===== src/sv/cpde_pkg.sv =====
package cpde_pkg;

  // Word length of one message
  localparam int BITS_PER_WORD_DEF = 8;

  // Input command codes
  localparam logic [1:0] CMD_TICK   = 2'd0;
  localparam logic [1:0] CMD_SEND   = 2'd1;
  localparam logic [1:0] CMD_WAKEUP = 2'd2;

  // Request kinds after classification
  localparam logic [1:0] KIND_TICK   = 2'd0;
  localparam logic [1:0] KIND_SEND   = 2'd1;
  localparam logic [1:0] KIND_WAKEUP = 2'd2;

  // Configuration register indexes
  localparam logic [2:0] REG_PERIOD_HIGH = 3'd0;
  localparam logic [2:0] REG_PERIOD_LOW  = 3'd1;
  localparam logic [2:0] REG_PREAMBLE    = 3'd2;
  localparam logic [2:0] REG_ONE_GAP     = 3'd3;
  localparam logic [2:0] REG_ZERO_GAP    = 3'd4;
  localparam logic [2:0] REG_MARK        = 3'd5;
  localparam logic [2:0] REG_WAKE_REPS   = 3'd6;
  localparam logic [2:0] REG_WAKE_BYTE   = 3'd7;

  // Register reset values
  localparam logic [3:0] RST_PERIOD_HIGH = 4'd1;
  localparam logic [3:0] RST_PERIOD_LOW  = 4'd2;
  localparam logic [7:0] RST_PREAMBLE    = 8'd152;
  localparam logic [7:0] RST_ONE_GAP     = 8'd36;
  localparam logic [7:0] RST_ZERO_GAP    = 8'd12;
  localparam logic [7:0] RST_MARK        = 8'd12;
  localparam logic [5:0] RST_WAKE_REPS   = 6'd30;
  localparam logic [7:0] RST_WAKE_BYTE   = 8'hAA;

  typedef struct packed {
    logic [3:0] period_high_ticks;
    logic [3:0] period_low_ticks;
    logic [7:0] preamble_periods;
    logic [7:0] one_gap_periods;
    logic [7:0] zero_gap_periods;
    logic [7:0] mark_periods;
    logic [5:0] wakeup_repeats;
    logic [7:0] wakeup_byte;
  } cpde_cfg_t;

  typedef struct packed {
    logic [1:0] kind;
    logic [7:0] data_byte;
  } cpde_req_t;

endpackage


===== src/sv/cpde_front.sv =====
module cpde_front
  import cpde_pkg::*;
(
  input  logic       clk,
  input  logic       rst_n,
  input  logic       in_valid,
  output logic       in_ready,
  input  logic [1:0] in_cmd,
  input  logic [7:0] in_data_byte,
  output logic       req_valid,
  input  logic       req_ready,
  output cpde_req_t  req
);

  cpde_req_t  entry_r [2];
  logic       wr_ptr_r, wr_ptr_nxt;
  logic       rd_ptr_r, rd_ptr_nxt;
  logic [1:0] count_r, count_nxt;
  logic       push, pop;
  cpde_req_t  classified;

  // Unknown command codes behave as a plain tick
  always_comb begin
    classified.data_byte = in_data_byte;
    unique case (in_cmd)
      CMD_SEND:   classified.kind = KIND_SEND;
      CMD_WAKEUP: classified.kind = KIND_WAKEUP;
      default:    classified.kind = KIND_TICK;
    endcase
  end

  assign in_ready  = (count_r != 2'd2);
  assign req_valid = (count_r != 2'd0);
  assign req       = entry_r[rd_ptr_r];
  assign push      = in_valid && in_ready;
  assign pop       = req_valid && req_ready;

  always_comb begin
    wr_ptr_nxt = push ? ~wr_ptr_r : wr_ptr_r;
    rd_ptr_nxt = pop ? ~rd_ptr_r : rd_ptr_r;
    count_nxt  = count_r + {1'b0, push} - {1'b0, pop};
  end

  always_ff @(posedge clk) begin
    if (!rst_n) begin
      wr_ptr_r <= 1'b0;
      rd_ptr_r <= 1'b0;
      count_r  <= 2'd0;
    end else begin
      wr_ptr_r <= wr_ptr_nxt;
      rd_ptr_r <= rd_ptr_nxt;
      count_r  <= count_nxt;
    end
  end

  always_ff @(posedge clk) begin
    if (push) begin
      entry_r[wr_ptr_r] <= classified;
    end
  end

endmodule


===== src/sv/cpde_back.sv =====
module cpde_back
  import cpde_pkg::*;
#(
  parameter int BITS_PER_WORD = BITS_PER_WORD_DEF
) (
  input  logic      clk,
  input  logic      rst_n,
  input  cpde_cfg_t cfg,
  input  logic      req_valid,
  output logic      req_ready,
  input  cpde_req_t req,
  output logic      out_valid,
  input  logic      out_ready,
  output logic      out_carrier_out,
  output logic      out_busy_res,
  output logic      out_rejected
);

  localparam int BLW = $clog2(BITS_PER_WORD + 1);

  localparam logic [1:0] PH_IDLE     = 2'd0;
  localparam logic [1:0] PH_PREAMBLE = 2'd1;
  localparam logic [1:0] PH_GAP      = 2'd2;
  localparam logic [1:0] PH_MARK     = 2'd3;

  logic [1:0]               phase_r, phase_nxt;
  logic [BITS_PER_WORD-1:0] shift_r, shift_nxt;
  logic [BLW-1:0]           bits_r, bits_nxt;
  logic [7:0]               pc_r, pc_nxt;
  logic [4:0]               tip_r, tip_nxt;
  logic [5:0]               rep_r, rep_nxt;

  logic                     out_valid_r, out_valid_nxt;
  logic                     carrier_r, busy_r, rej_r;

  logic                     fire;
  logic                     carrier, busy, rej;
  logic [1:0]               e_phase;
  logic [BITS_PER_WORD-1:0] e_shift;
  logic [BLW-1:0]           e_bits;
  logic [7:0]               e_pc;
  logic [4:0]               e_tip;
  logic [5:0]               e_rep;
  logic [4:0]               len;
  logic [4:0]               tip_inc;
  logic [8:0]               pc_inc;
  logic [7:0]               target;
  logic [BLW-1:0]           bits_dec;

  // Take a request whenever the output register is free or being drained
  assign req_ready = !out_valid_r || out_ready;
  assign fire      = req_valid && req_ready;

  always_comb begin
    rej     = 1'b0;
    carrier = 1'b0;
    busy    = 1'b0;
    e_phase = phase_r;
    e_shift = shift_r;
    e_bits  = bits_r;
    e_pc    = pc_r;
    e_tip   = tip_r;
    e_rep   = rep_r;
    len     = {1'b0, cfg.period_high_ticks} + {1'b0, cfg.period_low_ticks};
    tip_inc = 5'd0;
    pc_inc  = 9'd0;
    target  = 8'd0;
    bits_dec = '0;

    // Apply the command first: a fresh message starts on this very tick
    if (fire && req.kind != KIND_TICK) begin
      if (phase_r != PH_IDLE) begin
        rej = 1'b1;
      end else begin
        e_phase = PH_PREAMBLE;
        e_bits  = BLW'(BITS_PER_WORD);
        e_pc    = 8'd0;
        e_tip   = 5'd0;
        if (req.kind == KIND_SEND) begin
          e_rep   = 6'd1;
          e_shift = BITS_PER_WORD'(req.data_byte);
        end else begin
          e_rep   = (cfg.wakeup_repeats == 6'd0) ? 6'd1 : cfg.wakeup_repeats;
          e_shift = BITS_PER_WORD'(cfg.wakeup_byte);
        end
      end
    end

    phase_nxt = e_phase;
    shift_nxt = e_shift;
    bits_nxt  = e_bits;
    pc_nxt    = e_pc;
    tip_nxt   = e_tip;
    rep_nxt   = e_rep;

    if (fire && e_phase != PH_IDLE) begin
      busy = 1'b1;
      unique case (e_phase)
        PH_PREAMBLE: target = cfg.preamble_periods;
        PH_MARK:     target = cfg.mark_periods;
        default:     target = e_shift[BITS_PER_WORD-1] ? cfg.one_gap_periods
                                                       : cfg.zero_gap_periods;
      endcase
      carrier = (e_phase == PH_PREAMBLE || e_phase == PH_MARK) &&
                (e_tip < {1'b0, cfg.period_high_ticks});
      tip_inc = e_tip + 5'd1;
      pc_inc  = {1'b0, e_pc} + 9'd1;
      bits_dec = (e_bits != '0) ? e_bits - BLW'(1) : '0;
      if (tip_inc >= len) begin
        tip_nxt = 5'd0;
        if (pc_inc >= {1'b0, target}) begin
          pc_nxt = 8'd0;
          priority case (e_phase)
            PH_PREAMBLE: phase_nxt = PH_GAP;
            PH_GAP:      phase_nxt = PH_MARK;
            default: begin
              // End of a bit: advance the word, then next bit, next message or idle
              bits_nxt = bits_dec;
              if (bits_dec != '0) begin
                shift_nxt = e_shift << 1;
                phase_nxt = PH_GAP;
              end else if (e_rep > 6'd1) begin
                rep_nxt   = e_rep - 6'd1;
                phase_nxt = PH_PREAMBLE;
                shift_nxt = BITS_PER_WORD'(cfg.wakeup_byte);
                bits_nxt  = BLW'(BITS_PER_WORD);
              end else begin
                shift_nxt = e_shift << 1;
                rep_nxt   = 6'd0;
                phase_nxt = PH_IDLE;
              end
            end
          endcase
        end else begin
          pc_nxt = pc_inc[7:0];
        end
      end else begin
        tip_nxt = tip_inc;
      end
    end

    out_valid_nxt = fire ? 1'b1 : (out_ready ? 1'b0 : out_valid_r);
  end

  always_ff @(posedge clk) begin
    if (!rst_n) begin
      phase_r     <= PH_IDLE;
      shift_r     <= '0;
      bits_r      <= '0;
      pc_r        <= 8'd0;
      tip_r       <= 5'd0;
      rep_r       <= 6'd0;
      out_valid_r <= 1'b0;
    end else begin
      phase_r     <= phase_nxt;
      shift_r     <= shift_nxt;
      bits_r      <= bits_nxt;
      pc_r        <= pc_nxt;
      tip_r       <= tip_nxt;
      rep_r       <= rep_nxt;
      out_valid_r <= out_valid_nxt;
    end
  end

  always_ff @(posedge clk) begin
    if (fire) begin
      carrier_r <= carrier;
      busy_r    <= busy;
      rej_r     <= rej;
    end
  end

  assign out_valid       = out_valid_r;
  assign out_carrier_out = carrier_r;
  assign out_busy_res    = busy_r;
  assign out_rejected    = rej_r;

endmodule


===== src/sv/carrier_pulse_distance_encoder_core.sv =====
// Channel  | Handshake              | Payload
// ---------+------------------------+--------------------------------------------
// in       | in_valid / in_ready    | in_cmd[1:0], in_data_byte[7:0]
// out      | out_valid / out_ready  | out_carrier_out, out_busy_res, out_rejected
// cfg      | cfg_valid / cfg_ready  | cfg_index[2:0], cfg_wdata[7:0]
//
// One request per clock while out_ready is high: the tick sequencer in the back end
// retires one request each cycle and the two-entry request queue keeps the input
// flowing. A taken request waits in the request queue, then its result is registered
// in the output register, where out_valid rises and holds until out_ready takes it.
// Reset (rst_n low, synchronous) empties the queue, idles the sequencer and loads
// the register defaults. cfg_ready is always high.
// A stalled output holds its result; the queue then fills and in_ready drops.
module carrier_pulse_distance_encoder_core
  import cpde_pkg::*;
#(
  parameter int BITS_PER_WORD = BITS_PER_WORD_DEF
) (
  input  logic       clk,
  input  logic       rst_n,
  input  logic       in_valid,
  output logic       in_ready,
  input  logic [1:0] in_cmd,
  input  logic [7:0] in_data_byte,
  output logic       out_valid,
  input  logic       out_ready,
  output logic       out_carrier_out,
  output logic       out_busy_res,
  output logic       out_rejected,
  input  logic       cfg_valid,
  output logic       cfg_ready,
  input  logic [2:0] cfg_index,
  input  logic [7:0] cfg_wdata
);

  cpde_cfg_t cfg_r, cfg_nxt;
  cpde_req_t req;
  logic      req_valid, req_ready;

  assign cfg_ready = 1'b1;

  always_comb begin
    cfg_nxt = cfg_r;
    if (cfg_valid) begin
      unique case (cfg_index)
        REG_PERIOD_HIGH: cfg_nxt.period_high_ticks = cfg_wdata[3:0];
        REG_PERIOD_LOW:  cfg_nxt.period_low_ticks  = cfg_wdata[3:0];
        REG_PREAMBLE:    cfg_nxt.preamble_periods  = cfg_wdata;
        REG_ONE_GAP:     cfg_nxt.one_gap_periods   = cfg_wdata;
        REG_ZERO_GAP:    cfg_nxt.zero_gap_periods  = cfg_wdata;
        REG_MARK:        cfg_nxt.mark_periods      = cfg_wdata;
        REG_WAKE_REPS:   cfg_nxt.wakeup_repeats    = cfg_wdata[5:0];
        REG_WAKE_BYTE:   cfg_nxt.wakeup_byte       = cfg_wdata;
      endcase
    end
  end

  always_ff @(posedge clk) begin
    if (!rst_n) begin
      cfg_r.period_high_ticks <= RST_PERIOD_HIGH;
      cfg_r.period_low_ticks  <= RST_PERIOD_LOW;
      cfg_r.preamble_periods  <= RST_PREAMBLE;
      cfg_r.one_gap_periods   <= RST_ONE_GAP;
      cfg_r.zero_gap_periods  <= RST_ZERO_GAP;
      cfg_r.mark_periods      <= RST_MARK;
      cfg_r.wakeup_repeats    <= RST_WAKE_REPS;
      cfg_r.wakeup_byte       <= RST_WAKE_BYTE;
    end else begin
      cfg_r <= cfg_nxt;
    end
  end

  cpde_front u_front (
    .clk          (clk),
    .rst_n        (rst_n),
    .in_valid     (in_valid),
    .in_ready     (in_ready),
    .in_cmd       (in_cmd),
    .in_data_byte (in_data_byte),
    .req_valid    (req_valid),
    .req_ready    (req_ready),
    .req          (req)
  );

  cpde_back #(
    .BITS_PER_WORD (BITS_PER_WORD)
  ) u_back (
    .clk             (clk),
    .rst_n           (rst_n),
    .cfg             (cfg_r),
    .req_valid       (req_valid),
    .req_ready       (req_ready),
    .req             (req),
    .out_valid       (out_valid),
    .out_ready       (out_ready),
    .out_carrier_out (out_carrier_out),
    .out_busy_res    (out_busy_res),
    .out_rejected    (out_rejected)
  );

endmodule

===== config.mk =====
export PLATFORM = sky130hd
export DESIGN_NAME = carrier_pulse_distance_encoder_core
export DESIGN_NICKNAME = d
export VERILOG_FILES = /design/src/sv/cpde_pkg.sv /design/src/sv/cpde_front.sv /design/src/sv/cpde_back.sv /design/src/sv/carrier_pulse_distance_encoder_core.sv
export SDC_FILE = /design/constraint.sdc
export NUM_CORES = 1
export LEC_CHECK = 0
export BUFFER_PORTS_ARGS = -buffer_cell sky130_fd_sc_hd__buf_2
export CAP_MARGIN = 20
export CORE_ASPECT_RATIO = 2
export CORE_MARGIN = 1.5
export CORE_UTILIZATION = 60
export CTS_BUF_LIST = sky130_fd_sc_hd__clkbuf_4 sky130_fd_sc_hd__clkbuf_8 sky130_fd_sc_hd__clkbuf_16
export CTS_CLUSTER_SIZE = 30
export DETAILED_ROUTE_END_ITERATION = 16
export PLACE_DENSITY = 0.78
export SETUP_SLACK_MARGIN = 0.3
export SKIP_CTS_REPAIR_TIMING = 1
export SLEW_MARGIN = 20
export SYNTH_ARGS = -nofsm -noshare
export SYNTH_HDL_FRONTEND = slang
export SYNTH_SLANG_ARGS = --single-unit
export TNS_END_PERCENT = 100

===== constraint.sdc =====
create_clock -name clk -period 8.1 [get_ports clk]
set_input_delay 0.405 -clock clk [delete_from_list [all_inputs] [get_ports clk]]
set_output_delay 0.405 -clock clk [all_outputs]
set_load 0.02 [all_outputs]

==> impl_metrics.tcl <==
set metrics [dict create \
    rsz0062_at_grt "no" \
    min_period_ps 5600 \
    clock_skew_ps 10.4 \
    io-pin-count 32 \
    synth_nets 718 \
    antenna_found_initial 0 \
    routedWlPerCell_um 17.7 \
    grt_max_degree 103 \
    synth_edf_count 23 \
    cts.clk_slew.worst_paths_ps 50 \
    power.density_mw_per_mm2 317 \
    synth_cells 665 \
    worst_slew_pin_slew_ps 1020 \
    die_w_um 73.8 \
    synth.avg_cell_area_um2 9.06 \
    cp.arrival_ps 5940 \
    cts-root-buf "clkbuf_16" \
    cp_max_fo 32 \
    grt_remaining_overflow 0 \
    path_cells "nand2b_1 > o32a_1 > nand2_2 > and2_1 > ha_1 > and3_1 > and3_1 > xnor2_1 > nor2_1 > ha_1 > and3_1 > nand3_1 > o21ai_1 > or2_1 > nand3_1 > or4_1 > a21boi_1" \
    required_ps 8440 \
    period_share_pct 69.2 \
    ys_ff_latch 116 \
    cts_buffers 17 \
    diodes 0 \
    n_fill_cell 792 \
    drive_above_1_share_pct 11.9 \
    synthArstFlopShare_pct 0 \
    crit_path_end_kind "flop" \
    slowest_delay_ps 770 \
    min_to "u_front.entry_r[1][2]$_DFFE_PP_" \
    multi_input_area_mm2 0.00327 \
    slew-limit-headroom_pct 31.9 \
    coreArea_mm2 0.00976 \
    area_growth_pct 12.2 \
    ys_seq_area_share_pct 42.4 \
    die_h_um 145 \
    ant_nets 0 \
    track_usage_pct 29.4 \
    vias 5033 \
    tritoncts "built" \
    drv_cap 0 \
    grt_util_met3_pct 5.82 \
    start_util_pct 61.7 \
    numClockSinks 116 \
    hold_path.class "primary input to flop" \
    busiest_layer "met2" \
    drtPass1Iterations 6 \
    rows 51 \
    whs_path_depth 1 \
    crit_type "flop to flop" \
    hold_start "in_data_byte[2]" \
    finalSetupViolCount 0 \
    final-seq-area_mm2 0.00255 \
    critPathBufInv 0 \
    post-route-util_pct 69.2 \
    io_buffers 30 \
    r2r-end "u_back.bits_r[1]$_SDFF_PN0_" \
    place.gp.congestion 0.973 \
    status "finished clean" \
    ir_worst_vdd_mv 0.261 \
    clk_path_buf_depth 2 \
    dp_hpwl_um 10500 \
    slowest_stage "dfxtp_1" \
    grt_first_pass_wirelength_um 23500 \
    met2_usage_pct 53.0 \
    startpoint_type "flop" \
    total_power_mw 2.14 \
    maxSlewViolCount 0 \
    path_delay_family "simple AND/OR/NAND/NOR gates" \
    power.leakage_nw 2.72 \
    die_area_mm2 0.0107 \
    cpMostUsedCell "and3_1" \
    fin_setup_tns_ps 0 \
    r2r_slack_ps 2500 \
    yosys_warnings 0 \
    synth_cell_type_count 64 \
    via_per_inst 6.06 \
    synth_area_mm2 0.00602 \
    drc 0 \
    hold_viol 0 \
    synth-main-ff-cell "dfxtp_1" \
    dr.first_iter.drc_count 333 \
    nets 738 \
    clk_latency_ps 420 \
    grt_pass1_vias 5031 \
    met1_usage_pct 28.4 \
    drt-total-wl_um 14700 \
    cts_max_level 4 \
    max_freq_ghz 0.179 \
    worst-r2r-cell-count 17 \
]
## per-layer routing
metal	vias up	routed length [um]
met5	-	0
met4	0	869
met3	59	641
met2	197	7930
met1	2382	5230
li1	2395	-
## worst max path at each step
stage                                        to  cells past startpoint                         start  slack, ps
detailed placement  u_back.bits_r[1]$_SDFF_PN0_                     17                          flop       2620
floorplan             u_back.pc_r[5]$_SDFF_PN0_                     20  u_back.phase_r[0]$_SDFF_PN0_       3960
global placement    u_back.bits_r[2]$_SDFF_PN0_                     17                          flop       2830
global route        u_back.bits_r[1]$_SDFF_PN0_                     17                          flop       2110
finish              u_back.bits_r[1]$_SDFF_PN0_                     17                          flop       2500
CTS                 u_back.bits_r[1]$_SDFF_PN0_                     17                          flop       2580
## cell families (layout without fill, tap and decap cells)
family,after synthesis,in the layout,synth area share [%]
AND/OR/NAND/NOR,270,270,21.6
AO/OA/AOI/OAI,144,144,16.8
flip-flops,116,116,42.4
multiplexers,47,47,7.87
buffers and inverters,45,78,3.34
adder cells (fa/ha/maj),27,27,5.73
XOR/XNOR,15,15,2.18
other,1,1,0.0623
## final cells by class
cell class,count,share of cell area (%)
Clock buffer,18,6.66
Clock inverter,14,1.50
Inverter,13,0.722
Multi-Input combinational cell,504,48.4
Sequential cell,116,37.8
Tap cell,132,2.44
Timing Repair Buffer,33,2.55
## synth_stat cells, drive strengths merged (13+ instances only)
cell    number  share of area (%)
o21ai       21                1.8
a21o        14                1.7
a21oi       24                2.2
mux2i       44                7.3
inv         13               0.81
nand2      109                6.8
nor2b       29                3.0
edfxtp      23                 11
a21boi      33                4.1
clkbuf      16                1.0
nor2        39                2.6
buf         16                1.5
ha          26                5.4
dfxtp       93                 31
nand3       33                2.7
## registers in the layout, indices dropped and copies added (netlist names), named ones only
name / flops
u_back.phase_r: 2
u_front.count_r: 2
u_back.tip_r: 5
u_back.out_rejected: 1
u_back.out_valid: 1
u_back.pc_r: 8
u_back.rep_r: 6
cfg_r: 54
u_back.shift_r: 8
u_front.rd_ptr_r: 1
u_back.out_busy_res: 1
u_front.wr_ptr_r: 1
u_front.entry_r: 20
u_back.out_carrier_out: 1
u_back.bits_r: 4
## layout by cell type, fill, tap and decap left out, types with 10 or more instances in the layout
cell type / netlist / routed
nor2_1: 36 / 36
nand2_1: 108 / 108
a21o_1: 14 / 14
a21boi_0: 31 / 31
buf_2: 5 / 30
clkbuf_16: 0 / 18
mux2i_1: 44 / 44
inv_1: 12 / 12
a21oi_1: 23 / 23
ha_1: 26 / 26
dfxtp_1: 93 / 93
and2_1: 12 / 12
edfxtp_1: 23 / 23
a22oi_1: 10 / 10
o22ai_1: 11 / 11
o21ai_0: 18 / 18
nor2b_1: 29 / 29
nand3_1: 33 / 33
## report_power, final
part	leakage (nW)	switching (mW)	total, mW	internal [mW]
logic	1.47	0.467	0.737	0.270
registers	0.973	0.0515	0.713	0.662
clock network	0.276	0.279	0.689	0.410
## metrics by stage
| step | cells | hold WS [ps] | setup slack [ps] | area (um2) |
|---|---|---|---|---|
| after global placement | 798 | 451 | 2830 | 6210 |
| after floorplan | 665 | 440 | 3960 | 6020 |
| after CTS | 830 | 169 | 2580 | 6760 |
| after detailed placement | 798 | 460 | 2620 | 6210 |
| final | 830 | 180 | 2500 | 6760 |
| after global routing | 830 | 168 | 2110 | 6760 |
Note: power is estimated with default switching activity, not from simulation.
